File: config.mk
export PLATFORM = sky130hd
export DESIGN_NAME = priority_task_scheduler_core
export DESIGN_NICKNAME = d
export VERILOG_FILES = /design/src/design/pts_pkg.sv /design/src/design/priority_task_scheduler_core.sv /design/src/design/pts_slot_table.sv /design/src/design/pts_order_list.sv
export SDC_FILE = /design/constraint.sdc
export NUM_CORES = 1
export LEC_CHECK = 0
export BUFFER_PORTS_ARGS = -buffer_cell sky130_fd_sc_hd__buf_2
export CELL_PAD_IN_SITES_DETAIL_PLACEMENT = 1
export CELL_PAD_IN_SITES_GLOBAL_PLACEMENT = 2
export CORE_AREA = 2 2 181 183
export CTS_BUF_LIST = sky130_fd_sc_hd__clkbuf_16
export CTS_CLUSTER_DIAMETER = 100
export DETAILED_ROUTE_END_ITERATION = 8
export DIE_AREA = 0 0 183 185
export PLACE_DENSITY = 0.69
export SYNTH_ARGS = -nofsm -noshare
export SYNTH_HDL_FRONTEND = slang
export SYNTH_SLANG_ARGS = --single-unit
export TNS_END_PERCENT = 30
File: constraint.sdc
create_clock -name clk -period 4.7 [get_ports clk]
set_clock_uncertainty 0.15 [all_clocks]
set_input_delay 0.94 -clock clk [delete_from_list [all_inputs] [get_ports clk]]
set_output_delay 0.94 -clock clk [all_outputs]
set_load 0.05 [all_outputs]
File: src/design/pts_pkg.sv
// ----------------------------------------------------------------------------
// pts_pkg
// shared constants, codes and types of the priority task scheduler
// ----------------------------------------------------------------------------
package pts_pkg;

    localparam int TASK_SLOTS      = 16;
    localparam int LOWEST_PRIORITY = 31;

    localparam int SLOT_W = $clog2(TASK_SLOTS);
    localparam int CNT_W  = $clog2(TASK_SLOTS + 1);
    localparam int PRIO_W = $clog2(LOWEST_PRIORITY + 1);

    typedef logic [SLOT_W-1:0] slot_idx_t;
    typedef logic [CNT_W-1:0]  count_t;
    typedef logic [PRIO_W-1:0] prio_t;

    typedef enum logic [1:0] {
        TS_FREE,
        TS_READY,
        TS_RUNNING,
        TS_SUSPENDED
    } task_state_t;

    localparam logic [2:0] ACT_CREATE   = 3'd0;
    localparam logic [2:0] ACT_SUSPEND  = 3'd1;
    localparam logic [2:0] ACT_RESUME   = 3'd2;
    localparam logic [2:0] ACT_DELETE   = 3'd3;
    localparam logic [2:0] ACT_SCHEDULE = 3'd4;

    localparam logic [2:0] STAT_OK       = 3'd0;
    localparam logic [2:0] STAT_FULL     = 3'd1;
    localparam logic [2:0] STAT_BAD_PRIO = 3'd2;
    localparam logic [2:0] STAT_NO_TASK  = 3'd3;
    localparam logic [2:0] STAT_NO_READY = 3'd4;

    typedef enum logic [3:0] {
        ST_IDLE,
        ST_CREATE,
        ST_RMW_RD,
        ST_RMW_WR,
        ST_DEL_SCAN,
        ST_DEL_FIN,
        ST_SCH_SCAN,
        ST_SCH_WIN,
        ST_SCH_CUR,
        ST_RESP
    } fsm_state_t;

    typedef struct packed {
        task_state_t state;
        prio_t       prio;
    } slot_entry_t;

    typedef struct packed {
        logic        rd_en;
        slot_idx_t   rd_addr;
        logic        wr_en;
        slot_idx_t   wr_addr;
        slot_entry_t wr_data;
        logic        live_set;
        logic        live_clr;
    } slot_cmd_t;

    typedef struct packed {
        logic      rd_en;
        slot_idx_t rd_addr;
        logic      wr_en;
        slot_idx_t wr_addr;
        slot_idx_t wr_data;
    } order_cmd_t;

endpackage

File: src/design/priority_task_scheduler_core.sv
// ----------------------------------------------------------------------------
// priority_task_scheduler_core
// one transaction at a time: create writes a free slot and the order list;
// suspend and resume read, then write the slot; delete scans the order list,
// moving later entries down, then clears the live bit; schedule scans it with
// one order list read per cycle, reads each listed slot, then marks the winner
// running and a running current task ready. the next transaction is accepted
// in the cycle after a result is loaded, while it waits in the output register.
// reset clears the live bits and counters at once; no clearing pass is run
// ----------------------------------------------------------------------------
module priority_task_scheduler_core (
    input  logic        clk,
    input  logic        rst_n,
    input  logic        in_valid,
    output logic        in_stall,
    input  logic [2:0]  action,
    input  logic [3:0]  task_handle,
    input  logic [7:0]  priority_req,
    output logic        out_valid,
    input  logic        out_stall,
    output logic [2:0]  status,
    output logic [3:0]  result_handle,
    output logic        switch_needed,
    output logic [4:0]  task_total
);

    pts_pkg::fsm_state_t  state_reg, state_next;

    pts_pkg::slot_cmd_t   slot_cmd;
    pts_pkg::slot_entry_t slot_rd;
    logic [pts_pkg::TASK_SLOTS-1:0] live;
    logic                 free_found;
    pts_pkg::slot_idx_t   free_slot;
    pts_pkg::order_cmd_t  order_cmd;
    pts_pkg::slot_idx_t   order_rd;

    // control state
    pts_pkg::count_t      count_reg, count_next;
    logic                 cur_valid_reg, cur_valid_next;
    pts_pkg::slot_idx_t   cur_handle_reg, cur_handle_next;
    logic                 out_valid_reg, out_valid_next;
    logic                 p1_valid_reg, p1_valid_next;
    logic                 p2_valid_reg, p2_valid_next;
    logic                 found_reg, found_next;
    pts_pkg::count_t      idx_reg, idx_next;

    // payload
    logic [2:0]           action_reg, action_next;
    logic [3:0]           handle_reg, handle_next;
    logic [7:0]           prio_req_reg, prio_req_next;
    logic [2:0]           res_status_reg, res_status_next;
    logic [3:0]           res_handle_reg, res_handle_next;
    logic                 res_switch_reg, res_switch_next;
    pts_pkg::slot_idx_t   p1_idx_reg, p1_idx_next;
    pts_pkg::slot_idx_t   p2_handle_reg, p2_handle_next;
    pts_pkg::prio_t       best_reg, best_next;
    pts_pkg::slot_idx_t   win_reg, win_next;
    logic [2:0]           out_status_reg, out_status_next;
    logic [3:0]           out_handle_reg, out_handle_next;
    logic                 out_switch_reg, out_switch_next;
    logic [4:0]           out_total_reg, out_total_next;

    pts_pkg::slot_idx_t   h_idx;
    logic                 h_live;
    logic                 scan_issue;
    logic                 del_done;
    logic                 sch_done;
    logic                 out_load;

    pts_slot_table u_slot_table (
        .clk        (clk),
        .rst_n      (rst_n),
        .cmd        (slot_cmd),
        .rd_data    (slot_rd),
        .live       (live),
        .free_found (free_found),
        .free_slot  (free_slot)
    );

    pts_order_list u_order_list (
        .clk     (clk),
        .cmd     (order_cmd),
        .rd_data (order_rd)
    );

    assign h_idx      = pts_pkg::SLOT_W'(handle_reg);
    assign h_live     = (int'(handle_reg) < pts_pkg::TASK_SLOTS) && live[h_idx];
    assign scan_issue = idx_reg < count_reg;
    assign del_done   = !scan_issue && !p1_valid_reg;
    assign sch_done   = !scan_issue && !p1_valid_reg && !p2_valid_reg;
    assign out_load   = (state_reg == pts_pkg::ST_RESP) && (!out_valid_reg || !out_stall);
    assign in_stall   = (state_reg != pts_pkg::ST_IDLE);

    // next state
    always_comb
    begin
        state_next = state_reg;
        case (state_reg)
            pts_pkg::ST_IDLE:
            begin
                if (in_valid)
                begin
                    case (action)
                        pts_pkg::ACT_CREATE:   state_next = pts_pkg::ST_CREATE;
                        pts_pkg::ACT_SUSPEND,
                        pts_pkg::ACT_RESUME:   state_next = pts_pkg::ST_RMW_RD;
                        pts_pkg::ACT_DELETE:   state_next = pts_pkg::ST_DEL_SCAN;
                        pts_pkg::ACT_SCHEDULE: state_next = pts_pkg::ST_SCH_SCAN;
                        default:               state_next = pts_pkg::ST_RESP;
                    endcase
                end
            end
            pts_pkg::ST_CREATE:
            begin
                state_next = pts_pkg::ST_RESP;
            end
            pts_pkg::ST_RMW_RD:
            begin
                state_next = h_live ? pts_pkg::ST_RMW_WR : pts_pkg::ST_RESP;
            end
            pts_pkg::ST_RMW_WR:
            begin
                state_next = pts_pkg::ST_RESP;
            end
            pts_pkg::ST_DEL_SCAN:
            begin
                if (!h_live)
                begin
                    state_next = pts_pkg::ST_RESP;
                end
                else if (del_done)
                begin
                    state_next = pts_pkg::ST_DEL_FIN;
                end
            end
            pts_pkg::ST_DEL_FIN:
            begin
                state_next = pts_pkg::ST_RESP;
            end
            pts_pkg::ST_SCH_SCAN:
            begin
                if (sch_done)
                begin
                    state_next = pts_pkg::ST_SCH_WIN;
                end
            end
            pts_pkg::ST_SCH_WIN:
            begin
                if (!found_reg || (cur_valid_reg && cur_handle_reg == win_reg))
                begin
                    state_next = pts_pkg::ST_RESP;
                end
                else
                begin
                    state_next = pts_pkg::ST_SCH_CUR;
                end
            end
            pts_pkg::ST_SCH_CUR:
            begin
                state_next = pts_pkg::ST_RESP;
            end
            pts_pkg::ST_RESP:
            begin
                if (out_load)
                begin
                    state_next = pts_pkg::ST_IDLE;
                end
            end
            default:
            begin
                state_next = pts_pkg::ST_IDLE;
            end
        endcase
    end

    // datapath and memory commands
    always_comb
    begin
        slot_cmd        = '0;
        order_cmd       = '0;
        count_next      = count_reg;
        cur_valid_next  = cur_valid_reg;
        cur_handle_next = cur_handle_reg;
        p1_valid_next   = p1_valid_reg;
        p2_valid_next   = p2_valid_reg;
        found_next      = found_reg;
        idx_next        = idx_reg;
        action_next     = action_reg;
        handle_next     = handle_reg;
        prio_req_next   = prio_req_reg;
        res_status_next = res_status_reg;
        res_handle_next = res_handle_reg;
        res_switch_next = res_switch_reg;
        p1_idx_next     = p1_idx_reg;
        p2_handle_next  = p2_handle_reg;
        best_next       = best_reg;
        win_next        = win_reg;
        out_status_next = out_status_reg;
        out_handle_next = out_handle_reg;
        out_switch_next = out_switch_reg;
        out_total_next  = out_total_reg;
        out_valid_next  = out_valid_reg && out_stall;

        case (state_reg)
            pts_pkg::ST_IDLE:
            begin
                if (in_valid)
                begin
                    action_next     = action;
                    handle_next     = task_handle;
                    prio_req_next   = priority_req;
                    res_status_next = pts_pkg::STAT_OK;
                    res_handle_next = '0;
                    res_switch_next = 1'b0;
                    idx_next        = '0;
                    p1_valid_next   = 1'b0;
                    p2_valid_next   = 1'b0;
                    found_next      = 1'b0;
                end
            end

            pts_pkg::ST_CREATE:
            begin
                if (count_reg == pts_pkg::CNT_W'(pts_pkg::TASK_SLOTS))
                begin
                    res_status_next = pts_pkg::STAT_FULL;
                end
                else if (prio_req_reg > 8'(pts_pkg::LOWEST_PRIORITY))
                begin
                    res_status_next = pts_pkg::STAT_BAD_PRIO;
                end
                else if (!free_found)
                begin
                    res_status_next = pts_pkg::STAT_FULL;
                end
                else
                begin
                    slot_cmd.wr_en         = 1'b1;
                    slot_cmd.wr_addr       = free_slot;
                    slot_cmd.wr_data.state = pts_pkg::TS_READY;
                    slot_cmd.wr_data.prio  = pts_pkg::PRIO_W'(prio_req_reg);
                    slot_cmd.live_set      = 1'b1;
                    order_cmd.wr_en        = 1'b1;
                    order_cmd.wr_addr      = count_reg[pts_pkg::SLOT_W-1:0];
                    order_cmd.wr_data      = free_slot;
                    count_next             = count_reg + 1'b1;
                    res_handle_next        = 4'(free_slot);
                end
            end

            pts_pkg::ST_RMW_RD:
            begin
                if (h_live)
                begin
                    slot_cmd.rd_en   = 1'b1;
                    slot_cmd.rd_addr = h_idx;
                end
                else
                begin
                    res_status_next = pts_pkg::STAT_NO_TASK;
                end
            end

            pts_pkg::ST_RMW_WR:
            begin
                slot_cmd.wr_addr      = h_idx;
                slot_cmd.wr_data.prio = slot_rd.prio;
                if (action_reg == pts_pkg::ACT_SUSPEND)
                begin
                    slot_cmd.wr_en         = 1'b1;
                    slot_cmd.wr_data.state = pts_pkg::TS_SUSPENDED;
                end
                else if (slot_rd.state == pts_pkg::TS_SUSPENDED)
                begin
                    slot_cmd.wr_en         = 1'b1;
                    slot_cmd.wr_data.state = pts_pkg::TS_READY;
                end
            end

            pts_pkg::ST_DEL_SCAN:
            begin
                if (!h_live)
                begin
                    res_status_next = pts_pkg::STAT_NO_TASK;
                end
                else
                begin
                    order_cmd.rd_en   = scan_issue;
                    order_cmd.rd_addr = idx_reg[pts_pkg::SLOT_W-1:0];
                    if (scan_issue)
                    begin
                        idx_next = idx_reg + 1'b1;
                    end
                    p1_valid_next = scan_issue;
                    p1_idx_next   = idx_reg[pts_pkg::SLOT_W-1:0];
                    // after the match every entry moves down by one
                    if (p1_valid_reg)
                    begin
                        if (found_reg)
                        begin
                            order_cmd.wr_en   = 1'b1;
                            order_cmd.wr_addr = p1_idx_reg - 1'b1;
                            order_cmd.wr_data = order_rd;
                        end
                        else if (order_rd == h_idx)
                        begin
                            found_next = 1'b1;
                        end
                    end
                end
            end

            pts_pkg::ST_DEL_FIN:
            begin
                if (found_reg)
                begin
                    count_next = count_reg - 1'b1;
                end
                slot_cmd.wr_addr  = h_idx;
                slot_cmd.live_clr = 1'b1;
                if (cur_valid_reg && cur_handle_reg == h_idx)
                begin
                    cur_valid_next = 1'b0;
                end
            end

            pts_pkg::ST_SCH_SCAN:
            begin
                // stage 0: order list read
                order_cmd.rd_en   = scan_issue;
                order_cmd.rd_addr = idx_reg[pts_pkg::SLOT_W-1:0];
                if (scan_issue)
                begin
                    idx_next = idx_reg + 1'b1;
                end
                p1_valid_next = scan_issue;
                // stage 1: slot read of the listed handle
                slot_cmd.rd_en   = p1_valid_reg;
                slot_cmd.rd_addr = order_rd;
                p2_valid_next    = p1_valid_reg;
                p2_handle_next   = order_rd;
                // stage 2: strict compare keeps the earliest on ties
                if (p2_valid_reg && slot_rd.state == pts_pkg::TS_READY &&
                    (!found_reg || slot_rd.prio < best_reg))
                begin
                    found_next = 1'b1;
                    best_next  = slot_rd.prio;
                    win_next   = p2_handle_reg;
                end
            end

            pts_pkg::ST_SCH_WIN:
            begin
                if (!found_reg)
                begin
                    res_status_next = pts_pkg::STAT_NO_READY;
                end
                else
                begin
                    res_handle_next = 4'(win_reg);
                    if (!(cur_valid_reg && cur_handle_reg == win_reg))
                    begin
                        slot_cmd.wr_en         = 1'b1;
                        slot_cmd.wr_addr       = win_reg;
                        slot_cmd.wr_data.state = pts_pkg::TS_RUNNING;
                        slot_cmd.wr_data.prio  = best_reg;
                        slot_cmd.rd_en         = cur_valid_reg;
                        slot_cmd.rd_addr       = cur_handle_reg;
                    end
                end
            end

            pts_pkg::ST_SCH_CUR:
            begin
                // a running current task drops back to ready
                if (cur_valid_reg && slot_rd.state == pts_pkg::TS_RUNNING)
                begin
                    slot_cmd.wr_en         = 1'b1;
                    slot_cmd.wr_addr       = cur_handle_reg;
                    slot_cmd.wr_data.state = pts_pkg::TS_READY;
                    slot_cmd.wr_data.prio  = slot_rd.prio;
                end
                cur_handle_next = win_reg;
                cur_valid_next  = 1'b1;
                res_switch_next = 1'b1;
            end

            pts_pkg::ST_RESP:
            begin
                if (out_load)
                begin
                    out_valid_next  = 1'b1;
                    out_status_next = res_status_reg;
                    out_handle_next = res_handle_reg;
                    out_switch_next = res_switch_reg;
                    out_total_next  = 5'(count_reg);
                end
            end

            default:
            begin
            end
        endcase
    end

    always_ff @(posedge clk or negedge rst_n)
    begin
        if (!rst_n)
        begin
            state_reg      <= pts_pkg::ST_IDLE;
            count_reg      <= '0;
            cur_valid_reg  <= 1'b0;
            cur_handle_reg <= '0;
            out_valid_reg  <= 1'b0;
            p1_valid_reg   <= 1'b0;
            p2_valid_reg   <= 1'b0;
            found_reg      <= 1'b0;
            idx_reg        <= '0;
        end
        else
        begin
            state_reg      <= state_next;
            count_reg      <= count_next;
            cur_valid_reg  <= cur_valid_next;
            cur_handle_reg <= cur_handle_next;
            out_valid_reg  <= out_valid_next;
            p1_valid_reg   <= p1_valid_next;
            p2_valid_reg   <= p2_valid_next;
            found_reg      <= found_next;
            idx_reg        <= idx_next;
        end
    end

    always_ff @(posedge clk)
    begin
        action_reg     <= action_next;
        handle_reg     <= handle_next;
        prio_req_reg   <= prio_req_next;
        res_status_reg <= res_status_next;
        res_handle_reg <= res_handle_next;
        res_switch_reg <= res_switch_next;
        p1_idx_reg     <= p1_idx_next;
        p2_handle_reg  <= p2_handle_next;
        best_reg       <= best_next;
        win_reg        <= win_next;
        out_status_reg <= out_status_next;
        out_handle_reg <= out_handle_next;
        out_switch_reg <= out_switch_next;
        out_total_reg  <= out_total_next;
    end

    assign out_valid     = out_valid_reg;
    assign status        = out_status_reg;
    assign result_handle = out_handle_reg;
    assign switch_needed = out_switch_reg;
    assign task_total    = out_total_reg;

endmodule

File: src/design/pts_slot_table.sv
// ----------------------------------------------------------------------------
// pts_slot_table
// per-handle task memory (state and priority) with live bits and free finder
// ----------------------------------------------------------------------------
module pts_slot_table (
    input  logic                               clk,
    input  logic                               rst_n,
    input  pts_pkg::slot_cmd_t                 cmd,
    output pts_pkg::slot_entry_t               rd_data,
    output logic [pts_pkg::TASK_SLOTS-1:0]     live,
    output logic                               free_found,
    output pts_pkg::slot_idx_t                 free_slot
);

    pts_pkg::slot_entry_t               mem [pts_pkg::TASK_SLOTS];
    logic [pts_pkg::TASK_SLOTS-1:0]     live_reg;
    logic [pts_pkg::TASK_SLOTS-1:0]     live_next;

    always_ff @(posedge clk)
    begin
        if (cmd.wr_en)
        begin
            mem[cmd.wr_addr] <= cmd.wr_data;
        end
        if (cmd.rd_en)
        begin
            rd_data <= mem[cmd.rd_addr];
        end
    end

    always_comb
    begin
        live_next = live_reg;
        if (cmd.live_set)
        begin
            live_next[cmd.wr_addr] = 1'b1;
        end
        if (cmd.live_clr)
        begin
            live_next[cmd.wr_addr] = 1'b0;
        end
    end

    always_ff @(posedge clk or negedge rst_n)
    begin
        if (!rst_n)
        begin
            live_reg <= '0;
        end
        else
        begin
            live_reg <= live_next;
        end
    end

    // lowest free handle
    always_comb
    begin
        free_found = 1'b0;
        free_slot  = '0;
        for (int i = pts_pkg::TASK_SLOTS - 1; i >= 0; i--)
        begin
            if (!live_reg[i])
            begin
                free_found = 1'b1;
                free_slot  = pts_pkg::SLOT_W'(i);
            end
        end
    end

    assign live = live_reg;

endmodule

File: src/design/pts_order_list.sv
// ----------------------------------------------------------------------------
// pts_order_list
// list of live handles in creation order, one read and one write per cycle
// ----------------------------------------------------------------------------
module pts_order_list (
    input  logic                  clk,
    input  pts_pkg::order_cmd_t   cmd,
    output pts_pkg::slot_idx_t    rd_data
);

    pts_pkg::slot_idx_t mem [pts_pkg::TASK_SLOTS];

    always_ff @(posedge clk)
    begin
        if (cmd.wr_en)
        begin
            mem[cmd.wr_addr] <= cmd.wr_data;
        end
        if (cmd.rd_en)
        begin
            rd_data <= mem[cmd.rd_addr];
        end
    end

endmodule
==> results.yml, run 1 <==
status:
  status: "finished clean"
place:
  hpwl_um: 24400
  dpl.cell_count: 1412
  place_ws_ns: 0.582
  io_buffers: 33
  gp_congestion: 0.802
timing:
  rsz0062_at_grt: "false"
  relSlewSlack_pct: 29.6
  hold_viol: 0
  fin_hold_ws_ns: 0.267
  setup_violations: 0
  fin_crit_sh_pct: 88.2
  slew_viol_final: 0
  setup_tns_ns: 0
  min_period_ns: 4.15
  clock.fmax_ghz: 0.241
  setup_slack_ns: 0.552
  tightest_slew_ns: 1.06
synth:
  netlist.top_cell.by_area: "edfxtp_1"
  synthTopCellsByArea: "edfxtp_1 (57%), dfrtp_1 (7.7%), a21oi_1 (2.9%), nand2_1 (2.9%), nor2_1 (2.4%)"
  synth_fp_nets: 1026
  seq_area_frac_synth_pct: 64.9
  synth_area_per_cell_um2: 12.7
  synth_edf_count: 240
  synth_flop_cell: "edfxtp_1"
  synth_top_area_share_pct: 57.2
  ys_ff_latch: 279
  synth_cell_types: 73
  syn-cell-area_um2: 12600
  yosysWarnings: 0
  syn_inst: 993
  async_flop_share_pct: 14.0
clock_tree:
  clock_latency_ns: 0.52
  postCtsSetupBuffers: 0
  ctsHtreeMaxLevel: 2
  cts_tree: "built"
  cts.path.max_buffers: 3
  hold_buffers: 0
  postCtsResizedCells: 0
  clkSlewWorstSetupHoldPaths_ns: 0.05
  cts-root-buf: "clkbuf_16"
  numCtsBuffers: 34
  cts_sinks: 279
critical_path:
  cpPeakStageDelay_ns: 0.72
  crit_path_start_kind: "flip-flop"
  crit_path_end_kind: "flip-flop"
  worst-path-max-fanout: 13
  crit_chain: "inv_1 -> nor2_1 -> nand2_1 -> inv_2 -> and4b_1 -> a22o_1 -> a211oi_1 -> nand2b_1 -> nand2b_1 -> nor2_1"
  crit_arrival_ns: 4.13
  worstSetupPathType: "reg2reg"
  required_ns: 4.68
  r2r_setup_slack_ns: 0.55
  cp_slowest_cell: "a211oi_1"
layout:
  largest_register_ffs: 112
  multi_input_area_um2: 4080
  nFillCells: 3303
  nets: 1073
  ff_latch_area_um2: 8180
  drive_gt1_share_pct: 13.3
  antennaDiodeCount: 0
  final_cell_mix: "edfxtp_1 (240), nand2_1 (97), nor2_1 (79)"
  final_cells: 1472
  layout_commonest_cell: "edfxtp_1"
  syn2layout_area_growth_pct: 13.7
grt:
  grt_max_degree: 47
  grt_pass1_wl_um: 53600
  grt_pass1_vias: 8691
  antenna_found_initial: 0
  grt_usage_pct: 21.1
  grt.overflow.total: 0
detailed_routing:
  drtIter0Drc: 562
  ant_nets: 0
  dr.pass1.iters: 5
  avgRoutedWirePerCell_um: 23.9
  wl_um: 35100
  vias: 8401
  drc_errors: 0
  vias_per_cell: 5.71
floorplan:
  placeableCoreArea_um2: 32000
  fp.dieW_um: 183
  start_util_pct: 39.3
  row_count: 66
  dieArea_um2: 33900
  fp.dieH_um: 185
  ios: 34
pwr:
  peakVddDrop_mv: 0.390
  total_power_uw: 7180
  leakage_uw: 0.00536
  powerDensity_nw_per_um2: 501
flow_run:
  drv_cap: 0
worst_hold_path:
  hp-class: "reg2reg"
==> worst max-delay path: cells and delay by family (launching register included) <==
kind / cells / cell delay (ns)
and+or+nand+nor: 6 / 1.75
AOI/OAI and AO/OA: 2 / 0.98
DFF: 1 / 0.53
buffers and inverters: 2 / 0.33
==> path summary, 6_finish.rpt <==
path	to	depth (start not counted)	from
max in group asynchronous	cur_handle_reg[0]	1	rst_n
min in group asynchronous	idx_reg[0]	1	rst_n
worst max register to register	u_slot_table.mem[7][0]	10	state_reg[3]
worst max-delay path	u_slot_table.mem[7][0]	10	state_reg[3]
worst min register to register	result_handle[2]	0	res_handle_reg[2]
worst min-delay path	result_handle[2]	0	res_handle_reg[2]
==> metrics by stage <==
stage	instance area [um2]	utilization (%)
after floorplan	12600	-
after global placement	13200	41.3
after detailed placement	13200	41.3
after CTS	14300	44.7
after global routing	14300	44.7
final	14300	44.7
==> cells by family after synthesis <==
group                      after synthesis  share of synthesized area (%)
DFF                                    279                           64.9
and+or+nand+nor                        285                           10.7
xor gates and xnor gates                22                           1.53
muxes                                   42                           4.33
adders and majority gates               14                           1.45
buffers and inverters                   84                           2.88
AOI/OAI and AO/OA                      267                           14.2
==> cell type report <==
type | instances | share of cell area (%)
Clock inverter | 25 | 1.41
Timing Repair Buffer | 54 | 2.25
Inverter | 41 | 1.07
Multi-Input combinational cell | 630 | 28.5
Sequential cell | 279 | 57.1
Clock buffer | 35 | 6.11
Tap cell | 408 | 3.56
==> per-layer routing <==
layer	up-vias	global-route usage, %	share of wire (%)
li1	3883	-	-
met1	4293	30.2	48
met2	166	33.2	45
met3	59	3.22	3.9
met4	0	6.50	2.5
met5	-	0	0
==> power breakdown <==
group	leakage, uW	total [uW]	switching (uW)	internal [uW]
Combinational	0.00198	1460	994	468
Sequential	0.00282	3190	211	2980
Clock	0.000555	2530	1010	1520
==> Yosys cell counts, drive strengths merged, types with 5 or more instances <==
master	number
a21o	17
nor2	80
o21a	5
a32oi	15
o21ai	59
inv	40
ha	13
xnor2	15
xor2	7
clkbuf	23
dfrtp	39
buf	20
mux4	9
a22o	6
nand4	6
o211ai	12
nand2	97
a222oi	6
nor2b	10
nand3	38
o22ai	11
edfxtp	240
a21oi	73
mux2	7
nand2b	12
a211o	5
and2	7
a221o	15
a31oi	17
or3	5
or2	7
nor3	9
mux2i	26
No activity file was read; power rests on OpenSTA's default activity.
==> inputs of run 2 (changes only) <==
--- a/config.mk
+++ b/config.mk
@@ -5,7 +5,6 @@
 export SDC_FILE = /design/constraint.sdc
 export NUM_CORES = 1
 export LEC_CHECK = 0
-export BUFFER_PORTS_ARGS = -buffer_cell sky130_fd_sc_hd__buf_2
 export CELL_PAD_IN_SITES_DETAIL_PLACEMENT = 1
 export CELL_PAD_IN_SITES_GLOBAL_PLACEMENT = 2
 export CORE_AREA = 2 2 181 183
@@ -13,7 +12,8 @@
 export CTS_CLUSTER_DIAMETER = 100
 export DETAILED_ROUTE_END_ITERATION = 8
 export DIE_AREA = 0 0 183 185
-export PLACE_DENSITY = 0.69
+export DONT_BUFFER_PORTS = 1
+export PLACE_DENSITY = 0.68
 export SYNTH_ARGS = -nofsm -noshare
 export SYNTH_HDL_FRONTEND = slang
 export SYNTH_SLANG_ARGS = --single-unit
==> results.yml, run 2 (synthesized netlist as in run 1, its figures left out) <==
status:
  status: "finished clean"
floorplan:
  fp.dieW_um: 183
  start_util_pct: 39.3
  dieArea_um2: 33900
  fp.dieH_um: 185
  ios: 34
  placeableCoreArea_um2: 32000
  row_count: 66
pwr:
  leakage_uw: 0.00521
  switching_share_pct: 30.9
  peakVddDrop_mv: 0.304
  power.switching_uw: 2180
  powerDensity_nw_per_um2: 499
  clock_power_share_pct: 35.3
  power.internal_uw: 4880
  power_frac_comb_pct: 16.7
  seq_power_share_pct: 48.0
grt:
  grt_pass1_wl_um: 52000
  antenna_found_initial: 1
  grt_max_degree: 40
  grt_busiest_layer: "met2"
  grt_usage_pct: 20.4
  grt_util_met2_pct: 33.0
  grt_use_met3_pct: 2.71
  grt.overflow.total: 0
  grt_pass1_vias: 8293
  use_met1_pct: 29.4
detailed_routing:
  vias: 8174
  wl_um: 34500
  vias_per_cell: 5.69
  avgRoutedWirePerCell_um: 24.0
  dr.pass1.iters: 5
  ant_nets: 0
  drtIter0Drc: 525
  drc_errors: 0
layout:
  fin_util_pct: 44.2
  antennaDiodeCount: 0
  syn2layout_area_growth_pct: 12.4
  multi_input_area_um2: 4080
  final_cell_mix: "edfxtp_1 (240), nand2_1 (97), nor2_1 (79)"
  largest_register_ffs: 112
  nFillCells: 3271
  ff_latch_area_um2: 8180
  nets: 1038
  layout_commonest_cell: "edfxtp_1"
  drive_gt1_share_pct: 11.2
timing:
  clock.fmax_ghz: 0.247
  rsz0062_at_grt: "false"
  slew_viol_final: 0
  setup_violations: 0
  hold_viol: 0
  setup_tns_ns: 0
  min_period_ns: 4.05
  tightest_slew_ns: 1.01
  fin_crit_sh_pct: 86.1
  relSlewSlack_pct: 32.8
critical_path:
  crit_path_end_kind: "flip-flop"
  r2r_setup_slack_ns: 0.65
  worstSetupPathType: "reg2reg"
  required_ns: 4.72
  crit_path_start_kind: "flip-flop"
  crit_arrival_ns: 4.07
  worst-path-max-fanout: 13
clock_tree:
  cts_sinks: 279
  cts-root-buf: "clkbuf_16"
  clock_latency_ns: 0.57
  postCtsResizedCells: 0
  cts_tree: "built"
  hold_buffers: 1
  postCtsSetupBuffers: 0
  numCtsBuffers: 31
  ctsHtreeMaxLevel: 1
  cts.path.max_buffers: 3
  clkSlewWorstSetupHoldPaths_ns: 0.06
place:
  io_buffers: 0
  hpwl_um: 24000
  gp_congestion: 0.810
flow_run:
  drv_cap: 0
worst_hold_path:
  hp-class: "in2async"
==> run 2: path summary, 6_finish.rpt <==
kind                                   startpoint                endpoint  depth (start not counted)
worst max-delay path                 state_reg[3]  u_slot_table.mem[7][1]                         10
worst min-delay path                        rst_n            count_reg[4]                          1
worst max register to register       state_reg[3]  u_slot_table.mem[7][1]                         10
worst min register to register  res_handle_reg[0]        result_handle[0]                          0
max in group asynchronous                   rst_n   u_slot_table.live[13]                          1
min in group clk                res_handle_reg[0]        result_handle[0]                          0
==> run 2: power by group through the flow <==
stage | Combinational [uW] | Clock (uW) | Sequential [uW]
floorplan | 896 | 0 | 3300
global placement | 1160 | 0 | 3440
detailed placement | 1180 | 0 | 3440
CTS | 1190 | 2550 | 3390
global route | 1310 | 2630 | 3420
finish | 1180 | 2490 | 3390
==> run 2: metal layers <==
layer / wire length, um / up-vias
li1: - / 3813
met1: 16100 / 4141
met2: 16000 / 174
met3: 1640 / 46
met4: 709 / 0
met5: 0 / -
==> run 2: final cells by class <==
type,count,share of cell area [%]
clock inverters,26,1.95
clock buffers,31,5.48
repair buffers,22,1.31
inverters,41,1.09
multi-input cells,630,28.8
flip-flops and latches,279,57.8
well taps,408,3.60
==> run 2: worst max-delay path, stage by stage (launching register included) <==
cell and delay [ns]:
dfrtp_1 0.55, inv_1 0.23, nor2_1 0.09, nand2_1 0.29, inv_2 0.14, and4b_1 0.30, a22o_1 0.26, a211oi_1 0.56
nand2b_1 0.23, nand2b_1 0.26, nor2_1 0.60
==> run 2: stage by stage <==
step,worst slack [ns],std cells,total power [uW],hold WS (ns),area (um2)
after floorplan,1.67,993,4200,0.250,12600
after CTS,0.634,1437,7130,0.0498,14200
final,0.652,1437,7060,0.0638,14200
after detailed placement,0.699,1379,4620,0.256,13100
after global routing,0.376,1437,7360,0.0604,14200
after global placement,0.702,1379,4600,0.251,13100
==> inputs of run 3 (changes only) <==
--- a/config.mk
+++ b/config.mk
@@ -7,13 +7,14 @@
 export LEC_CHECK = 0
 export CELL_PAD_IN_SITES_DETAIL_PLACEMENT = 1
 export CELL_PAD_IN_SITES_GLOBAL_PLACEMENT = 2
-export CORE_AREA = 2 2 181 183
+export CORE_AREA = 2 2 228 230
 export CTS_BUF_LIST = sky130_fd_sc_hd__clkbuf_16
 export CTS_CLUSTER_DIAMETER = 100
+export CTS_CLUSTER_SIZE = 28
 export DETAILED_ROUTE_END_ITERATION = 8
-export DIE_AREA = 0 0 183 185
+export DIE_AREA = 0 0 230 232
 export DONT_BUFFER_PORTS = 1
-export PLACE_DENSITY = 0.68
+export PLACE_DENSITY = 0.46
 export SYNTH_ARGS = -nofsm -noshare
 export SYNTH_HDL_FRONTEND = slang
 export SYNTH_SLANG_ARGS = --single-unit
==> constraint.sdc (replaced) <==
create_clock -name clk -period 4.1 [get_ports clk]
set_clock_uncertainty 0.15 [all_clocks]
set_input_delay 0.82 -clock clk [delete_from_list [all_inputs] [get_ports clk]]
set_output_delay 0.82 -clock clk [all_outputs]
set_load 0.05 [all_outputs]
==> results.yml, run 3 (synthesized netlist as in run 1, its figures left out) <==
flow_run:
  drv_cap: 0
grt:
  grt_pass1_vias: 8617
  grt_busiest_layer: "met2"
  grt_max_degree: 49
  grt_util_met2_pct: 24.4
  grt.overflow.total: 0
  grt_usage_pct: 14.9
  antenna_found_initial: 3
  grt_pass1_wl_um: 59300
  use_met1_pct: 21.0
  grt_use_met3_pct: 1.73
timing:
  relSlewSlack_pct: 36.9
  setup_violations: 0
  setup_tns_ns: 0
  setup_slack_ns: 0.308
  fin_crit_sh_pct: 92.5
  fin_hold_ws_ns: 0.217
  clock.fmax_ghz: 0.264
  hold_viol: 0
  rsz0062_at_grt: "false"
  tightest_slew_ns: 0.946
  min_period_ns: 3.79
  slew_viol_final: 0
critical_path:
  critical_path.top_delay_family: "compound AO/OA/AOI/OAI gates"
  worstSetupPathType: "reg2reg"
  crit_arrival_ns: 3.85
  crit_path_end_kind: "flip-flop"
  cpPeakStageDelay_ns: 0.66
  crit_chain: "buf_4 -> mux2i_1 -> mux4_2 -> or2_4 -> a2111oi_4 -> and2b_1 -> a21o_1 -> o21ai_1 -> nor2_1"
  cp_slowest_cell: "a2111oi_4"
  crit_path_start_kind: "flip-flop"
  required_ns: 4.16
  worst-path-max-fanout: 10
  path_buf_inv: 1
pwr:
  leakage_uw: 0.00519
  seq_power_share_pct: 52.1
  total_power_uw: 7350
  switching_share_pct: 34.5
  peakVddDrop_mv: 0.322
  power_frac_comb_pct: 21.5
  clock_power_share_pct: 26.3
  power.switching_uw: 2540
  power.internal_uw: 4810
  powerDensity_nw_per_um2: 512
floorplan:
  row_count: 83
  fp.dieH_um: 232
  ios: 34
  fp.dieW_um: 230
  start_util_pct: 24.8
  placeableCoreArea_um2: 50900
  dieArea_um2: 53400
place:
  place_ws_ns: 0.240
  io_buffers: 0
  gp_congestion: 0.770
  hpwl_um: 28500
clock_tree:
  cts_tree: "built"
  postCtsSetupBuffers: 0
  clkSlewWorstSetupHoldPaths_ns: 0.11
  cts-root-buf: "clkbuf_16"
  cts.path.max_buffers: 3
  numCtsBuffers: 17
  cts_sinks: 279
  clock_latency_ns: 0.54
  ctsHtreeMaxLevel: 1
detailed_routing:
  vias: 8210
  ant_nets: 0
  drtIter0Drc: 532
  dr.pass1.iters: 5
  wl_um: 39500
  vias_per_cell: 4.76
  avgRoutedWirePerCell_um: 22.9
  drc_errors: 0
layout:
  nets: 1068
  drive_gt1_share_pct: 12.4
  syn2layout_area_growth_pct: 14.0
  largest_register_ffs: 112
  final_cell_mix: "edfxtp_1 (240), nand2_1 (97), nor2_1 (79)"
  fin_util_pct: 28.2
  antennaDiodeCount: 0
  layout_commonest_cell: "edfxtp_1"
worst_hold_path:
  hp-class: "in2reg"
status:
  status: "finished clean"
run 3: through the flow:
step,cells,instance area [um2]
after floorplan,993,12600
after global placement,1694,13800
after detailed placement,1694,13800
after CTS,1724,14400
after global routing,1724,14400
final,1724,14400
run 3: cell type report:
class                      count  area [um2]
timing repair buffer          66         531
sequential                   279        8180
clock buffer                  17         425
fill                        5600       36500
multi-input combinational    630        4080
inverter                      41         154
clock inverter                11         146
tap                          680         851
run 3: routing by layer:
metal / vias to the layer above / wire (um)
met5: - / 13
met4: 2 / 655
met3: 33 / 986
met2: 76 / 18500
met1: 4253 / 19400
li1: 3846 / -
run 3: what timing repair did:
action | 4_1_cts | 5_1_grt
endpoints found under the hold margin | 39 | 0
hold buffers | 2 | 0
resized for setup | 0 | 0
run 3: path summary, 6_finish.rpt:
check | slack (ns) | from | end | depth (start not counted)
max reg2reg | 0.31 | h_idx[0] | u_order_list.mem[3][2] | 9
max in group asynchronous | 2.88 | rst_n | count_reg[3] | 2
min reg2reg | 0.28 | res_handle_reg[3] | result_handle[3] | 0
min | 0.22 | task_handle[2] | h_idx[2] | 0
max | 0.31 | h_idx[0] | u_order_list.mem[3][2] | 9
min in group asynchronous | 0.69 | rst_n | out_valid | 2
run 3: worst register-to-register path: stages (launching register included):
cell	delay, ns
edfxtp_1	0.57
buf_4	0.25
mux2i_1	0.14
mux4_2	0.56
or2_4	0.29
a2111oi_4	0.66
and2b_1	0.27
a21o_1	0.12
o21ai_1	0.14
nor2_1	0.34
run 3: power groups by stage:
stage	logic, uW	clock network [uW]	registers, uW
after detailed placement	1600	0	3900
final	1580	1940	3830
after global placement	1600	0	3900
after floorplan	1030	0	3790
after global routing	1760	2100	3860
after CTS	1620	2020	3840
